File: src/rtl/core/snfcs_pkg.sv
// Shared types and constants for the serial NOR flash command sequencer.
`timescale 1ns / 1ps

package snfcs_pkg;

    // Program page size; a power of two so the page offset is a plain mask
    localparam int PAGE_BYTES = 256;
    localparam int PAGE_LOG   = $clog2(PAGE_BYTES);

    // Host request codes
    localparam logic [2:0] OP_READ_ID = 3'd0;
    localparam logic [2:0] OP_READ    = 3'd1;
    localparam logic [2:0] OP_PROGRAM = 3'd2;
    localparam logic [2:0] OP_ERASE   = 3'd3;
    localparam logic [2:0] OP_REPLY   = 3'd4;

    // Flash command bytes
    localparam logic [7:0] CMD_READ_ID = 8'h9F;
    localparam logic [7:0] CMD_WREN    = 8'h06;
    localparam logic [7:0] CMD_RDSR    = 8'h05;
    localparam logic [7:0] CMD_SE      = 8'h20;
    localparam logic [7:0] CMD_PP      = 8'h02;
    localparam logic [7:0] CMD_READ    = 8'h03;
    localparam logic [7:0] SR_WIP      = 8'h01;
    localparam logic [7:0] DUMMY       = 8'h00;

    // Sequencer phases
    localparam logic [2:0] PH_IDLE = 3'd0;
    localparam logic [2:0] PH_ID   = 3'd1;
    localparam logic [2:0] PH_READ = 3'd2;
    localparam logic [2:0] PH_PROG = 3'd3;
    localparam logic [2:0] PH_POLL = 3'd4;

    // Kind of result sequence that one input word starts
    localparam logic [3:0] K_REJ       = 4'd0;
    localparam logic [3:0] K_ID        = 4'd1;
    localparam logic [3:0] K_READ      = 4'd2;
    localparam logic [3:0] K_PROG_NEW  = 4'd3;
    localparam logic [3:0] K_ERASE     = 4'd4;
    localparam logic [3:0] K_REPLY     = 4'd5;
    localparam logic [3:0] K_PROG_BYTE = 4'd6;
    localparam logic [3:0] K_PROG_BND  = 4'd7;
    localparam logic [3:0] K_POLL_BUSY = 4'd8;
    localparam logic [3:0] K_POLL_RES  = 4'd9;
    localparam logic [3:0] K_POLL_DONE = 4'd10;

    // Positions in the shared write-enable / program / poll frame
    localparam logic [3:0] FP_RELEASE = 4'd0;
    localparam logic [3:0] FP_WREN    = 4'd1;
    localparam logic [3:0] FP_CMD     = 4'd2;
    localparam logic [3:0] FP_ADDR_H  = 4'd3;
    localparam logic [3:0] FP_ADDR_M  = 4'd4;
    localparam logic [3:0] FP_ADDR_L  = 4'd5;
    localparam logic [3:0] FP_DATA    = 4'd6;
    localparam logic [3:0] FP_RDSR    = 4'd7;
    localparam logic [3:0] FP_DUMMY   = 4'd8;

    typedef struct packed {
        logic [7:0] spi_byte;
        logic       byte_valid;
        logic       end_frame;
        logic       expect_reply;
        logic [7:0] host_byte;
        logic       host_valid;
        logic       done_res;
        logic       rejected;
        logic       last;
    } res_t;

endpackage

File: src/rtl/core/spi_nor_flash_command_sequencer.sv
// Top level of the serial NOR flash command sequencer.
//
//   channel | direction | handshake          | payload
//   --------+-----------+--------------------+--------------------------------------------
//   in      | to block  | in_valid/in_stall  | operation, address, read_count, data_byte,
//           |           |                    | data_last
//   out     | from block| out_valid/out_stall| spi_byte, byte_valid, end_frame, expect_reply,
//           |           |                    | host_byte, host_valid, done_res, rejected, last
//
// One result word leaves per cycle unless out stalls; an input word yields 1 to 9 results,
// all through the single result register. The next input word is taken in the cycle
// its predecessor's last result is loaded. Reset (rst_n low) empties both registers and
// returns to idle. A stall on out holds the result register and, through it, the input.
`timescale 1ns / 1ps

module spi_nor_flash_command_sequencer
    import snfcs_pkg::*;
(
    input  logic        clk,
    input  logic        rst_n,
    input  logic        in_valid,
    output logic        in_stall,
    input  logic [2:0]  operation,
    input  logic [23:0] address,
    input  logic [15:0] read_count,
    input  logic [7:0]  data_byte,
    input  logic        data_last,
    output logic        out_valid,
    input  logic        out_stall,
    output logic [7:0]  spi_byte,
    output logic        byte_valid,
    output logic        end_frame,
    output logic        expect_reply,
    output logic [7:0]  host_byte,
    output logic        host_valid,
    output logic        done_res,
    output logic        rejected,
    output logic        last
);

    // Input word register
    logic        item_valid_reg;
    logic [2:0]  item_op_reg;
    logic [23:0] item_addr_reg;
    logic [15:0] item_count_reg;
    logic [7:0]  item_data_reg;
    logic        item_last_reg;

    // Architectural state
    logic [2:0]  phase_reg, phase_next;
    logic [23:0] ap_reg, ap_next;
    logic [15:0] bytes_left_reg, bytes_left_next;
    logic [1:0]  id_left_reg, id_left_next;
    logic [7:0]  held_byte_reg, held_byte_next;
    logic        held_last_reg, held_last_next;
    logic        held_valid_reg, held_valid_next;

    // Sequencer
    logic [3:0]  step_reg;
    logic [3:0]  kind;
    logic [3:0]  pos;
    logic [3:0]  last_pos;
    logic        fin;
    logic [23:0] frame_addr;
    logic [7:0]  frame_data;
    logic [15:0] cur_left;
    logic [15:0] left_dec;
    logic        emit;
    logic        seq_last;
    res_t        res;

    // Result register
    logic        out_valid_reg;
    res_t        out_reg;

    assign emit     = item_valid_reg && (!out_valid_reg || !out_stall);
    assign in_stall = item_valid_reg && !(emit && seq_last);

    // Decide what the held word means in the current phase
    always_comb
    begin
        kind = K_REJ;
        case (phase_reg)
            PH_IDLE:
            begin
                case (item_op_reg)
                    OP_READ_ID: kind = K_ID;
                    OP_READ:    kind = K_READ;
                    OP_PROGRAM: kind = K_PROG_NEW;
                    OP_ERASE:   kind = K_ERASE;
                    default:    kind = K_REJ;
                endcase
            end
            PH_ID, PH_READ:
            begin
                if (item_op_reg == OP_REPLY)
                    kind = K_REPLY;
            end
            PH_PROG:
            begin
                if (item_op_reg == OP_PROGRAM)
                    kind = (ap_reg[PAGE_LOG-1:0] == '0) ? K_PROG_BND : K_PROG_BYTE;
            end
            PH_POLL:
            begin
                if (item_op_reg == OP_REPLY)
                begin
                    if (item_data_reg[0])
                        kind = K_POLL_BUSY;
                    else if (held_valid_reg)
                        kind = K_POLL_RES;
                    else
                        kind = K_POLL_DONE;
                end
            end
            default: kind = K_REJ;
        endcase
    end

    // Map the step onto the shared frame position
    always_comb
    begin
        case (kind)
            K_PROG_NEW:  pos = step_reg + 4'd1;
            K_POLL_RES:  pos = step_reg;
            K_PROG_BYTE: pos = step_reg + 4'd6;
            K_PROG_BND:  pos = (step_reg == 4'd0) ? FP_RELEASE : step_reg + 4'd6;
            K_ERASE:     pos = (step_reg < 4'd5) ? step_reg + 4'd1 : step_reg + 4'd2;
            default:     pos = step_reg;
        endcase
    end

    assign fin        = (kind == K_POLL_RES) ? held_last_reg : item_last_reg;
    assign frame_addr = (kind == K_POLL_RES) ? ap_reg : item_addr_reg;
    assign frame_data = (kind == K_POLL_RES) ? held_byte_reg : item_data_reg;
    assign last_pos   = (kind == K_PROG_BND || kind == K_ERASE || fin) ? FP_DUMMY : FP_DATA;
    assign cur_left   = (phase_reg == PH_ID) ? {14'd0, id_left_reg} : bytes_left_reg;
    assign left_dec   = (cur_left == '0) ? '0 : cur_left - 16'd1;

    // Build the result for the current step
    always_comb
    begin
        res      = '0;
        seq_last = 1'b1;
        case (kind)
            K_ID:
            begin
                res.byte_valid = 1'b1;
                if (step_reg == 4'd0)
                begin
                    res.spi_byte = CMD_READ_ID;
                    seq_last     = 1'b0;
                end
                else
                begin
                    res.spi_byte     = DUMMY;
                    res.expect_reply = 1'b1;
                end
            end
            K_READ:
            begin
                res.byte_valid = 1'b1;
                seq_last       = 1'b0;
                case (step_reg)
                    4'd0: res.spi_byte = CMD_READ;
                    4'd1: res.spi_byte = item_addr_reg[23:16];
                    4'd2: res.spi_byte = item_addr_reg[15:8];
                    4'd3:
                    begin
                        res.spi_byte  = item_addr_reg[7:0];
                        res.end_frame = (item_count_reg == '0);
                        res.done_res  = (item_count_reg == '0);
                        seq_last      = (item_count_reg == '0);
                    end
                    default:
                    begin
                        res.spi_byte     = DUMMY;
                        res.expect_reply = 1'b1;
                        res.end_frame    = (item_count_reg == 16'd1);
                        seq_last         = 1'b1;
                    end
                endcase
            end
            K_PROG_NEW, K_ERASE, K_PROG_BYTE, K_PROG_BND, K_POLL_RES:
            begin
                seq_last       = (pos == last_pos);
                res.byte_valid = 1'b1;
                case (pos)
                    FP_RELEASE:
                    begin
                        res.byte_valid = 1'b0;
                        res.end_frame  = 1'b1;
                    end
                    FP_WREN:
                    begin
                        res.spi_byte  = CMD_WREN;
                        res.end_frame = 1'b1;
                    end
                    FP_CMD:    res.spi_byte = (kind == K_ERASE) ? CMD_SE : CMD_PP;
                    FP_ADDR_H: res.spi_byte = frame_addr[23:16];
                    FP_ADDR_M: res.spi_byte = frame_addr[15:8];
                    FP_ADDR_L:
                    begin
                        res.spi_byte  = frame_addr[7:0];
                        res.end_frame = (kind == K_ERASE);
                    end
                    FP_DATA:
                    begin
                        res.spi_byte  = frame_data;
                        res.end_frame = fin;
                    end
                    FP_RDSR:   res.spi_byte = CMD_RDSR;
                    default:
                    begin
                        res.spi_byte     = DUMMY;
                        res.expect_reply = 1'b1;
                    end
                endcase
            end
            K_REPLY:
            begin
                res.host_byte  = item_data_reg;
                res.host_valid = 1'b1;
                if (left_dec != '0)
                begin
                    res.byte_valid   = 1'b1;
                    res.spi_byte     = DUMMY;
                    res.expect_reply = 1'b1;
                    res.end_frame    = (left_dec == 16'd1);
                end
                else
                begin
                    res.done_res = 1'b1;
                end
            end
            K_POLL_BUSY:
            begin
                res.byte_valid   = 1'b1;
                res.spi_byte     = DUMMY;
                res.expect_reply = 1'b1;
            end
            K_POLL_DONE:
            begin
                res.end_frame = 1'b1;
                res.done_res  = 1'b1;
            end
            default:
            begin
                res.rejected = 1'b1;
            end
        endcase
        res.last = seq_last;
    end

    // State effect of a finished word
    always_comb
    begin
        phase_next      = phase_reg;
        ap_next         = ap_reg;
        bytes_left_next = bytes_left_reg;
        id_left_next    = id_left_reg;
        held_byte_next  = held_byte_reg;
        held_last_next  = held_last_reg;
        held_valid_next = held_valid_reg;
        case (kind)
            K_ID:
            begin
                id_left_next = 2'd3;
                phase_next   = PH_ID;
            end
            K_READ:
            begin
                if (item_count_reg != '0)
                begin
                    bytes_left_next = item_count_reg;
                    phase_next      = PH_READ;
                end
            end
            K_PROG_NEW, K_PROG_BYTE, K_POLL_RES:
            begin
                ap_next         = ((kind == K_PROG_NEW) ? item_addr_reg : ap_reg) + 24'd1;
                held_valid_next = (kind == K_PROG_BYTE) ? held_valid_reg : 1'b0;
                phase_next      = fin ? PH_POLL : PH_PROG;
            end
            K_ERASE:
            begin
                held_valid_next = 1'b0;
                phase_next      = PH_POLL;
            end
            K_REPLY:
            begin
                if (phase_reg == PH_ID)
                    id_left_next = left_dec[1:0];
                else
                    bytes_left_next = left_dec;
                if (left_dec == '0)
                    phase_next = PH_IDLE;
            end
            K_PROG_BND:
            begin
                held_byte_next  = item_data_reg;
                held_last_next  = item_last_reg;
                held_valid_next = 1'b1;
                phase_next      = PH_POLL;
            end
            K_POLL_DONE: phase_next = PH_IDLE;
            default:     phase_next = phase_reg;
        endcase
    end

    always_ff @(posedge clk or negedge rst_n)
    begin
        if (!rst_n)
        begin
            item_valid_reg <= 1'b0;
            out_valid_reg  <= 1'b0;
            step_reg       <= '0;
            phase_reg      <= PH_IDLE;
            ap_reg         <= '0;
            bytes_left_reg <= '0;
            id_left_reg    <= '0;
            held_last_reg  <= 1'b0;
            held_valid_reg <= 1'b0;
        end
        else
        begin
            if (in_valid && !in_stall)
                item_valid_reg <= 1'b1;
            else if (emit && seq_last)
                item_valid_reg <= 1'b0;

            if (emit)
                out_valid_reg <= 1'b1;
            else if (!out_stall)
                out_valid_reg <= 1'b0;

            if (emit)
            begin
                if (seq_last)
                begin
                    // Commit state and drop the word
                    step_reg       <= '0;
                    phase_reg      <= phase_next;
                    ap_reg         <= ap_next;
                    bytes_left_reg <= bytes_left_next;
                    id_left_reg    <= id_left_next;
                    held_last_reg  <= held_last_next;
                    held_valid_reg <= held_valid_next;
                end
                else
                begin
                    step_reg <= step_reg + 4'd1;
                end
            end
        end
    end

    always_ff @(posedge clk)
    begin
        if (in_valid && !in_stall)
        begin
            item_op_reg    <= operation;
            item_addr_reg  <= address;
            item_count_reg <= read_count;
            item_data_reg  <= data_byte;
            item_last_reg  <= data_last;
        end
        if (emit)
            out_reg <= res;
        if (emit && seq_last)
            held_byte_reg <= held_byte_next;
    end

    assign out_valid    = out_valid_reg;
    assign spi_byte     = out_reg.spi_byte;
    assign byte_valid   = out_reg.byte_valid;
    assign end_frame    = out_reg.end_frame;
    assign expect_reply = out_reg.expect_reply;
    assign host_byte    = out_reg.host_byte;
    assign host_valid   = out_reg.host_valid;
    assign done_res     = out_reg.done_res;
    assign rejected     = out_reg.rejected;
    assign last         = out_reg.last;

endmodule

File: config.mk
export PLATFORM = sky130hd
export DESIGN_NAME = spi_nor_flash_command_sequencer
export DESIGN_NICKNAME = d
export VERILOG_FILES = /design/src/rtl/core/snfcs_pkg.sv /design/src/rtl/core/spi_nor_flash_command_sequencer.sv
export SDC_FILE = /design/constraint.sdc
export NUM_CORES = 1
export LEC_CHECK = 0
export BUFFER_PORTS_ARGS = -buffer_cell sky130_fd_sc_hd__buf_4
export CAP_MARGIN = 30
export CORE_MARGIN = 3
export CORE_UTILIZATION = 25
export DETAILED_ROUTE_END_ITERATION = 10
export PLACE_DENSITY_LB_ADDON = 0.3
export SLEW_MARGIN = 15
export SYNTH_ARGS = -nofsm -noshare
export SYNTH_HDL_FRONTEND = slang
export SYNTH_SLANG_ARGS = --single-unit
export TNS_END_PERCENT = 100
File: constraint.sdc
create_clock -name clk -period 8.1 [get_ports clk]
set_input_delay 0.81 -clock clk [delete_from_list [all_inputs] [get_ports clk]]
set_output_delay 0.81 -clock clk [all_outputs]
set_load 0.02 [all_outputs]
# Word level (Yosys, flattened, before mapping)
# Cells that the tools add are included.
[word_totals] wordCells=164 ff_bits=136 output_inout_bits=25 in_bits=56
[op_classes] eq_ne=37 n_addsub=5 magnitude_cmp=1 reduce_logical=42 muxes=55
[ops] cell="16-bit 2-to-1 mux" count=4
[ops] cell="8-bit case mux with 7 select lines" count=1
[ops] cell="16-bit zero test" count=3
[ops] cell="24-bit 2-to-1 mux" count=2
[ops] cell="9-bit case mux with 5 select lines" count=1
[ops] cell="16-bit by 1-bit equality test with 1-bit output, second input constant" count=2
[ops] cell="4-bit by 3-bit equality test with 1-bit output, second input constant" count=8
[ops] cell="16-bit case mux with 2 select lines" count=1
[ops] cell="4-bit case mux with 4 select lines" count=2
[ops] cell="8-bit case mux with 4 select lines" count=1
[ops] cell="16-bit nonzero test" count=2
[ops] cell="24-bit by 1-bit adder with 24-bit output, second input constant" count=1
[ops] cell="4-bit by 2-bit equality test with 1-bit output, second input constant" count=6
[ops] cell="4-bit 2-to-1 mux" count=5
[ops] cell="3-bit 2-to-1 mux" count=6
[ops] cell="3-bit case mux with 6 select lines" count=1
[ops] cell="8-bit 2-to-1 mux" count=2
[ops] cell="16-bit by 1-bit subtractor with 16-bit output, second input constant" count=1
[ops] cell="1-bit 2-to-1 mux" count=15
[ops] cell="3-bit by 2-bit equality test with 1-bit output, second input constant" count=4
[ops] cell="4-bit by 1-bit equality test with 1-bit output, second input constant" count=3
[ops] cell="4-bit equality test, second input constant" count=3
[ops] cell="1-bit case mux with 3 select lines" count=4
[ops] cell="3-bit case mux with 4 select lines" count=1
[ops] cell="34 further kinds" count=61

# Longest topological paths before layout
[logic_depth] ltp_word=16 depth_mapped=17 ltp_nobuf=13

# Worst setup path after synthesis
# OpenSTA, ideal clock, no wires.
[synth_path] kind="flip-flop to flip-flop" startpoint="reg step_reg[0]" endpoint="reg item_addr_reg[0], enable pin" stages_incl_launch_ff=12 arrival_ps=5194 period_less_slack_ps=5661 n_path_buf=0 setup_slack_ps=2439 cell_sequence="dfrtp_1 -> inv_1 -> ha_1 -> nor3b_1 -> nand3_1 -> a221oi_1 -> o211a_2 -> nand4_4 -> o21ai_2 -> o21ai_2 -> and2_1 -> nor2b_1"
[synth_via] elab_chain_len=10 word_cells_on_any_way=21 cone_classes="add/sub (3); order compare (1); eq/ne (4); mux (6); reduce/logical (7)"
[synth_lines] item="start, declared" line_no="spi_nor_flash_command_sequencer.sv:59" source="logic [3:0] step_reg;"
[synth_lines] item="start signal, assigned" line_no="spi_nor_flash_command_sequencer.sv:352" source="step_reg <= step_reg + 4'd1;"
[synth_lines] item="4-bit by 2-bit adder with 4-bit output (tied with other cells)" line_no="spi_nor_flash_command_sequencer.sv:128" source="K_ERASE: pos = (step_reg < 4'd5) ? step_reg + 4'd1 : step_reg + 4'd2;"
[synth_lines] item="4-bit 2-to-1 mux (on tied branches)" line_no="spi_nor_flash_command_sequencer.sv:128, spi_nor_flash_command_sequencer.sv:127"
[synth_lines] item="4-bit case mux with 4 select lines" line_no="spi_nor_flash_command_sequencer.sv:123" source="case (kind)"
[synth_lines] item="4-bit equality test" line_no="spi_nor_flash_command_sequencer.sv:186" source="seq_last = (pos == last_pos);"
[synth_lines] item="1-bit case mux with 3 select lines *" line_no="spi_nor_flash_command_sequencer.sv:145" source="case (kind)"
[synth_lines] item="1-bit logical AND *" line_no="spi_nor_flash_command_sequencer.sv:77" source="assign in_stall = item_valid_reg && !(emit && seq_last);"
[synth_lines] item="1-bit zero test *" line_no="spi_nor_flash_command_sequencer.sv:77"
[synth_lines] item="1-bit logical AND *" line_no="spi_nor_flash_command_sequencer.sv:77"
[synth_lines] item="named net in_stall" line_no="spi_nor_flash_command_sequencer.sv:22" source="output logic in_stall,"
[synth_lines] item="1-bit zero test *" line_no="spi_nor_flash_command_sequencer.sv:360" source="if (in_valid && !in_stall)"
[synth_lines] item="1-bit logical AND *" line_no="spi_nor_flash_command_sequencer.sv:360"
[synth_lines] item="end signal, assigned" line_no="spi_nor_flash_command_sequencer.sv:363" source="item_addr_reg <= address;"
[synth_lines] item="end, declared" line_no="spi_nor_flash_command_sequencer.sv:44" source="logic [23:0] item_addr_reg;"
# The timed path passes the listed nets; every way through them passes the cells marked *.
# A chain may end at the register's enable or synchronous reset.

# Worst setup path after layout
[layout_path] startpoint="reg phase_reg[0]" endpoint="reg phase_reg[1]"
[layout_via] elab_chain_len=10 word_cells_on_any_way=37 cone_classes="add/sub (1); eq/ne (16); mux (9); reduce/logical (11)"
[layout_lines] item="start, declared" line_no="spi_nor_flash_command_sequencer.sv:50" source="logic [2:0] phase_reg, phase_next;"
[layout_lines] item="start signal, assigned" line_no="spi_nor_flash_command_sequencer.sv:343" source="phase_reg <= phase_next;"
[layout_lines] item="parallel branches: the longest is 10 deep, another holds 16-bit by 1-bit subtractor with 16-bit output"
# Parallel ways; which one is timed is not known.

==> impl_metrics.toml <==
[floorplanning]
io_pins = 81
die_height_um = 192
rows = 67
die_area_mm2 = 0.0369
die_w_um = 192
core_mm2 = 0.0339
initial_core_util = 0.256

[logic_synthesis]
netlist_instances = 922
post_synth.cell_area_avg_um2 = 9.39
synth_cell_type_count = 92
ys_seq_area_frac = 0.441
synth_edf_count = 83
synth_async_sr_flop_share = 0.390
ys.flop_type = "edfxtp_1"
synthesis.area_mm2 = 0.00866
synth_fp_nets = 986
ys_ff_latch = 136
ys_warn_count = 0

[sta]
fin_worst_skew_ns = 0.0127
worstMarginPinSlew_ns = 0.957
slew_headroom = 0.359
fin_crit_sh = 0.644
min_period_ns = 5.21
report.final.hold_viol_count = 0
rsz0062_at_grt = "no"
layout_setup_ws_ns = 2.89
tns_ns = 0
setup_violations = 0
slew_violations = 0
max_freq_ghz = 0.192

[global_routing]
antenna_found_initial = 0
grt-ovfl-total = 0
grt_pass1_vias = 7242
grt_use_total = 0.150
grt_max_degree = 58
grt_pass1_wl_um = 42600

[placed_design]
place_hpwl_um = 19500
post-place-ws_ns = 2.95
placed_cell_area_mm2 = 0.00959
io_buffers = 80
gp_congestion = 0.918

[worst_hold_path]
hp-class = "primary input to asynchronous set/reset pin"

[critical_path]
endpoint_kind = "flip-flop"
cp_slowest_cell = "nor3b_4"
crit_type = "flip-flop to flip-flop"
path_cells = "nor3b_4 -> mux2_2 -> inv_1 -> ha_1 -> nor4b_1 -> nand3b_1 -> a32oi_1 -> a21oi_1 -> or4_1 -> o31ai_1 -> o211ai_1 -> nor2_2 -> mux2_1"
start_kind = "flip-flop"
crit_fanout = 18
arrival_ns = 5.53
slowest_delay_ns = 0.74
cp.required_ns = 8.41

[power_and_ir_drop]
power_density_mw_per_mm2 = 336
p_leak_nw = 3.75
peakVddDrop_mv = 0.206

[clock_tree]
numCtsBuffers = 17
cts.sinks = 136
postCtsSetupRepairBufs = 0
cts_tree = "done"
max-clock-path-buffers = 2
clockRootBuffer = "clkbuf_16"
cts_max_level = 4
cts_hold_buf = 0
clk_pin_slew_worst_paths_ns = 0.06
clk_latency_ns = 0.44
cts_resized = 0

[outcome]
outcome = "finished, final reports clean"

[layout]
seq_area_mm2 = 0.00382
finalNetCount = 1029
diodes = 0
fillers = 3596
multi_input_area_mm2 = 0.00446
finish.utilization = 0.302
drive_gt1_frac = 0.164
final_area_mm2 = 0.0102
area_growth_pct = 18.2

[routing]
vias = 7514
drc = 0
drtAntennaViolNets = 0
avgRoutedWirePerCell_um = 19.2
drt_iter0_drc = 628
wl_um = 27300
drt_pass1_iterations = 5
routed_via_density = 5.27

[job]
max-cap-violations = 0
## report_power, final
part           leakage, nW  internal, W  switching [W]
Sequential            1.46     0.000972       0.000286
Combinational         1.99     0.000482       0.000818
Clock                0.310     0.000548       0.000330
Total                 3.75      0.00200        0.00143
## kinds of logic after synthesis
group	share of synthesized area
compound gates	0.218
buf+inv	0.0451
simple gates	0.222
flops	0.441
fa+ha+maj	0.0116
mux	0.0367
xor+xnor	0.0253
## synth_stat cells (4+ instances only)
master | count | area (µm²)
a21o_1 | 4 | 30.0
nand4_1 | 13 | 81.3
o22ai_1 | 15 | 93.8
xnor2_1 | 12 | 105
nor4_2 | 4 | 50.1
and2_1 | 16 | 100
nor4b_1 | 5 | 43.8
buf_2 | 15 | 75.1
and4_1 | 4 | 35.0
mux2i_1 | 25 | 250
a311oi_1 | 4 | 35.0
o221ai_1 | 5 | 43.8
nor3_1 | 36 | 180
o211ai_1 | 5 | 37.5
a32o_1 | 8 | 80.1
a21oi_1 | 81 | 405
a22oi_1 | 9 | 67.6
or4_1 | 7 | 52.6
dfrtp_1 | 53 | 1330
inv_1 | 19 | 71.3
nor2_1 | 53 | 199
o22a_1 | 11 | 96.3
nand3_1 | 35 | 175
a32oi_1 | 4 | 35.0
o21a_1 | 7 | 52.6
and3_1 | 11 | 68.8
buf_4 | 4 | 30.0
o31ai_1 | 6 | 45.0
nor4_1 | 7 | 43.8
or3_1 | 4 | 25.0
nand2_1 | 123 | 462
ha_1 | 8 | 100
o32ai_1 | 5 | 43.8
a211o_1 | 4 | 35.0
nand3b_1 | 4 | 30.0
edfxtp_1 | 83 | 2490
a211oi_1 | 7 | 52.6
clkbuf_1 | 38 | 143
nand2b_1 | 8 | 50.1
o21ai_0 | 53 | 265
xor2_1 | 13 | 114
a31oi_1 | 11 | 68.8
nor2b_1 | 4 | 25.0
## worst paths after layout
kind / from / end / slack [ns] / cells after the start
hold reg to reg: item_data_reg[7] / held_byte_reg[7] / 0.49 / 0
setup reg to reg: phase_reg[0] / phase_reg[1] / 2.89 / 13
hold / removal: rst_n / item_valid_reg / 0.46 / 1
max in group asynchronous: rst_n / ap_reg[23] / 7.08 / 1
min in group clk: item_data_reg[7] / held_byte_reg[7] / 0.49 / 0
setup / recovery: phase_reg[0] / phase_reg[1] / 2.89 / 13
## layout make-up
cell class	count	share of cell area
repair buffers	88	0.0649
well taps	448	0.0548
flip-flops and latches	136	0.373
inverters	22	0.00807
multi-input cells	700	0.436
clock buffers	17	0.0416
clock inverters	15	0.0216
## per-layer routing
| layer | routed length [µm] | share of wire | vias to the layer above | global-route usage |
|---|---|---|---|---|
| li1 | - | - | 3586 | - |
| met1 | 12800 | 0.47 | 3679 | 0.208 |
| met2 | 12500 | 0.46 | 229 | 0.235 |
| met3 | 1710 | 0.062 | 20 | 0.0356 |
| met4 | 325 | 0.012 | 0 | 0.0384 |
| met5 | 0 | 0 | - | 0 |
## through the flow
step | total power, W | hold slack (ns) | instances
after detailed placement | 0.00255 | 0.479 | 1394
final | 0.00343 | 0.458 | 1426
after global routing | 0.00365 | 0.504 | 1426
after floorplan | 0.00213 | 0.441 | 922
after global placement | 0.00255 | 0.466 | 1393
after CTS | 0.00345 | 0.493 | 1426
## critical path, delay by kind of cell (launching register included)
family                     cells  cell delay (ns)
adders and majority gates      1             0.40
and+or+nand+nor                5             2.20
muxes                          2             0.77
buffers and inverters          1             0.07
AOI/OAI and AO/OA              4             1.03
DFF                            1             0.61
## placed cells by master, fill, tap and decap left out, types with 7 or more instances in the layout
cell type / synthesis / final
a32o_1: 8 / 8
or4_1: 7 / 7
ha_1: 8 / 8
dfrtp_1: 53 / 53
o21a_1: 7 / 7
nor3_1: 36 / 36
a211oi_1: 7 / 7
o22a_1: 11 / 11
xor2_1: 13 / 13
xnor2_1: 12 / 12
o21ai_0: 53 / 53
and2_1: 16 / 16
buf_4: 4 / 87
nor4_1: 7 / 7
nor2_1: 53 / 53
nand2b_1: 8 / 8
nand2_1: 123 / 123
inv_1: 19 / 19
mux2i_1: 25 / 25
o22ai_1: 15 / 15
edfxtp_1: 83 / 83
a21oi_1: 81 / 81
and3_1: 11 / 11
clkbuf_16: 0 / 17
nand4_1: 13 / 13
nand3_1: 35 / 35
a31oi_1: 11 / 10
a22oi_1: 9 / 9
(Power assumes the default switching activity.)
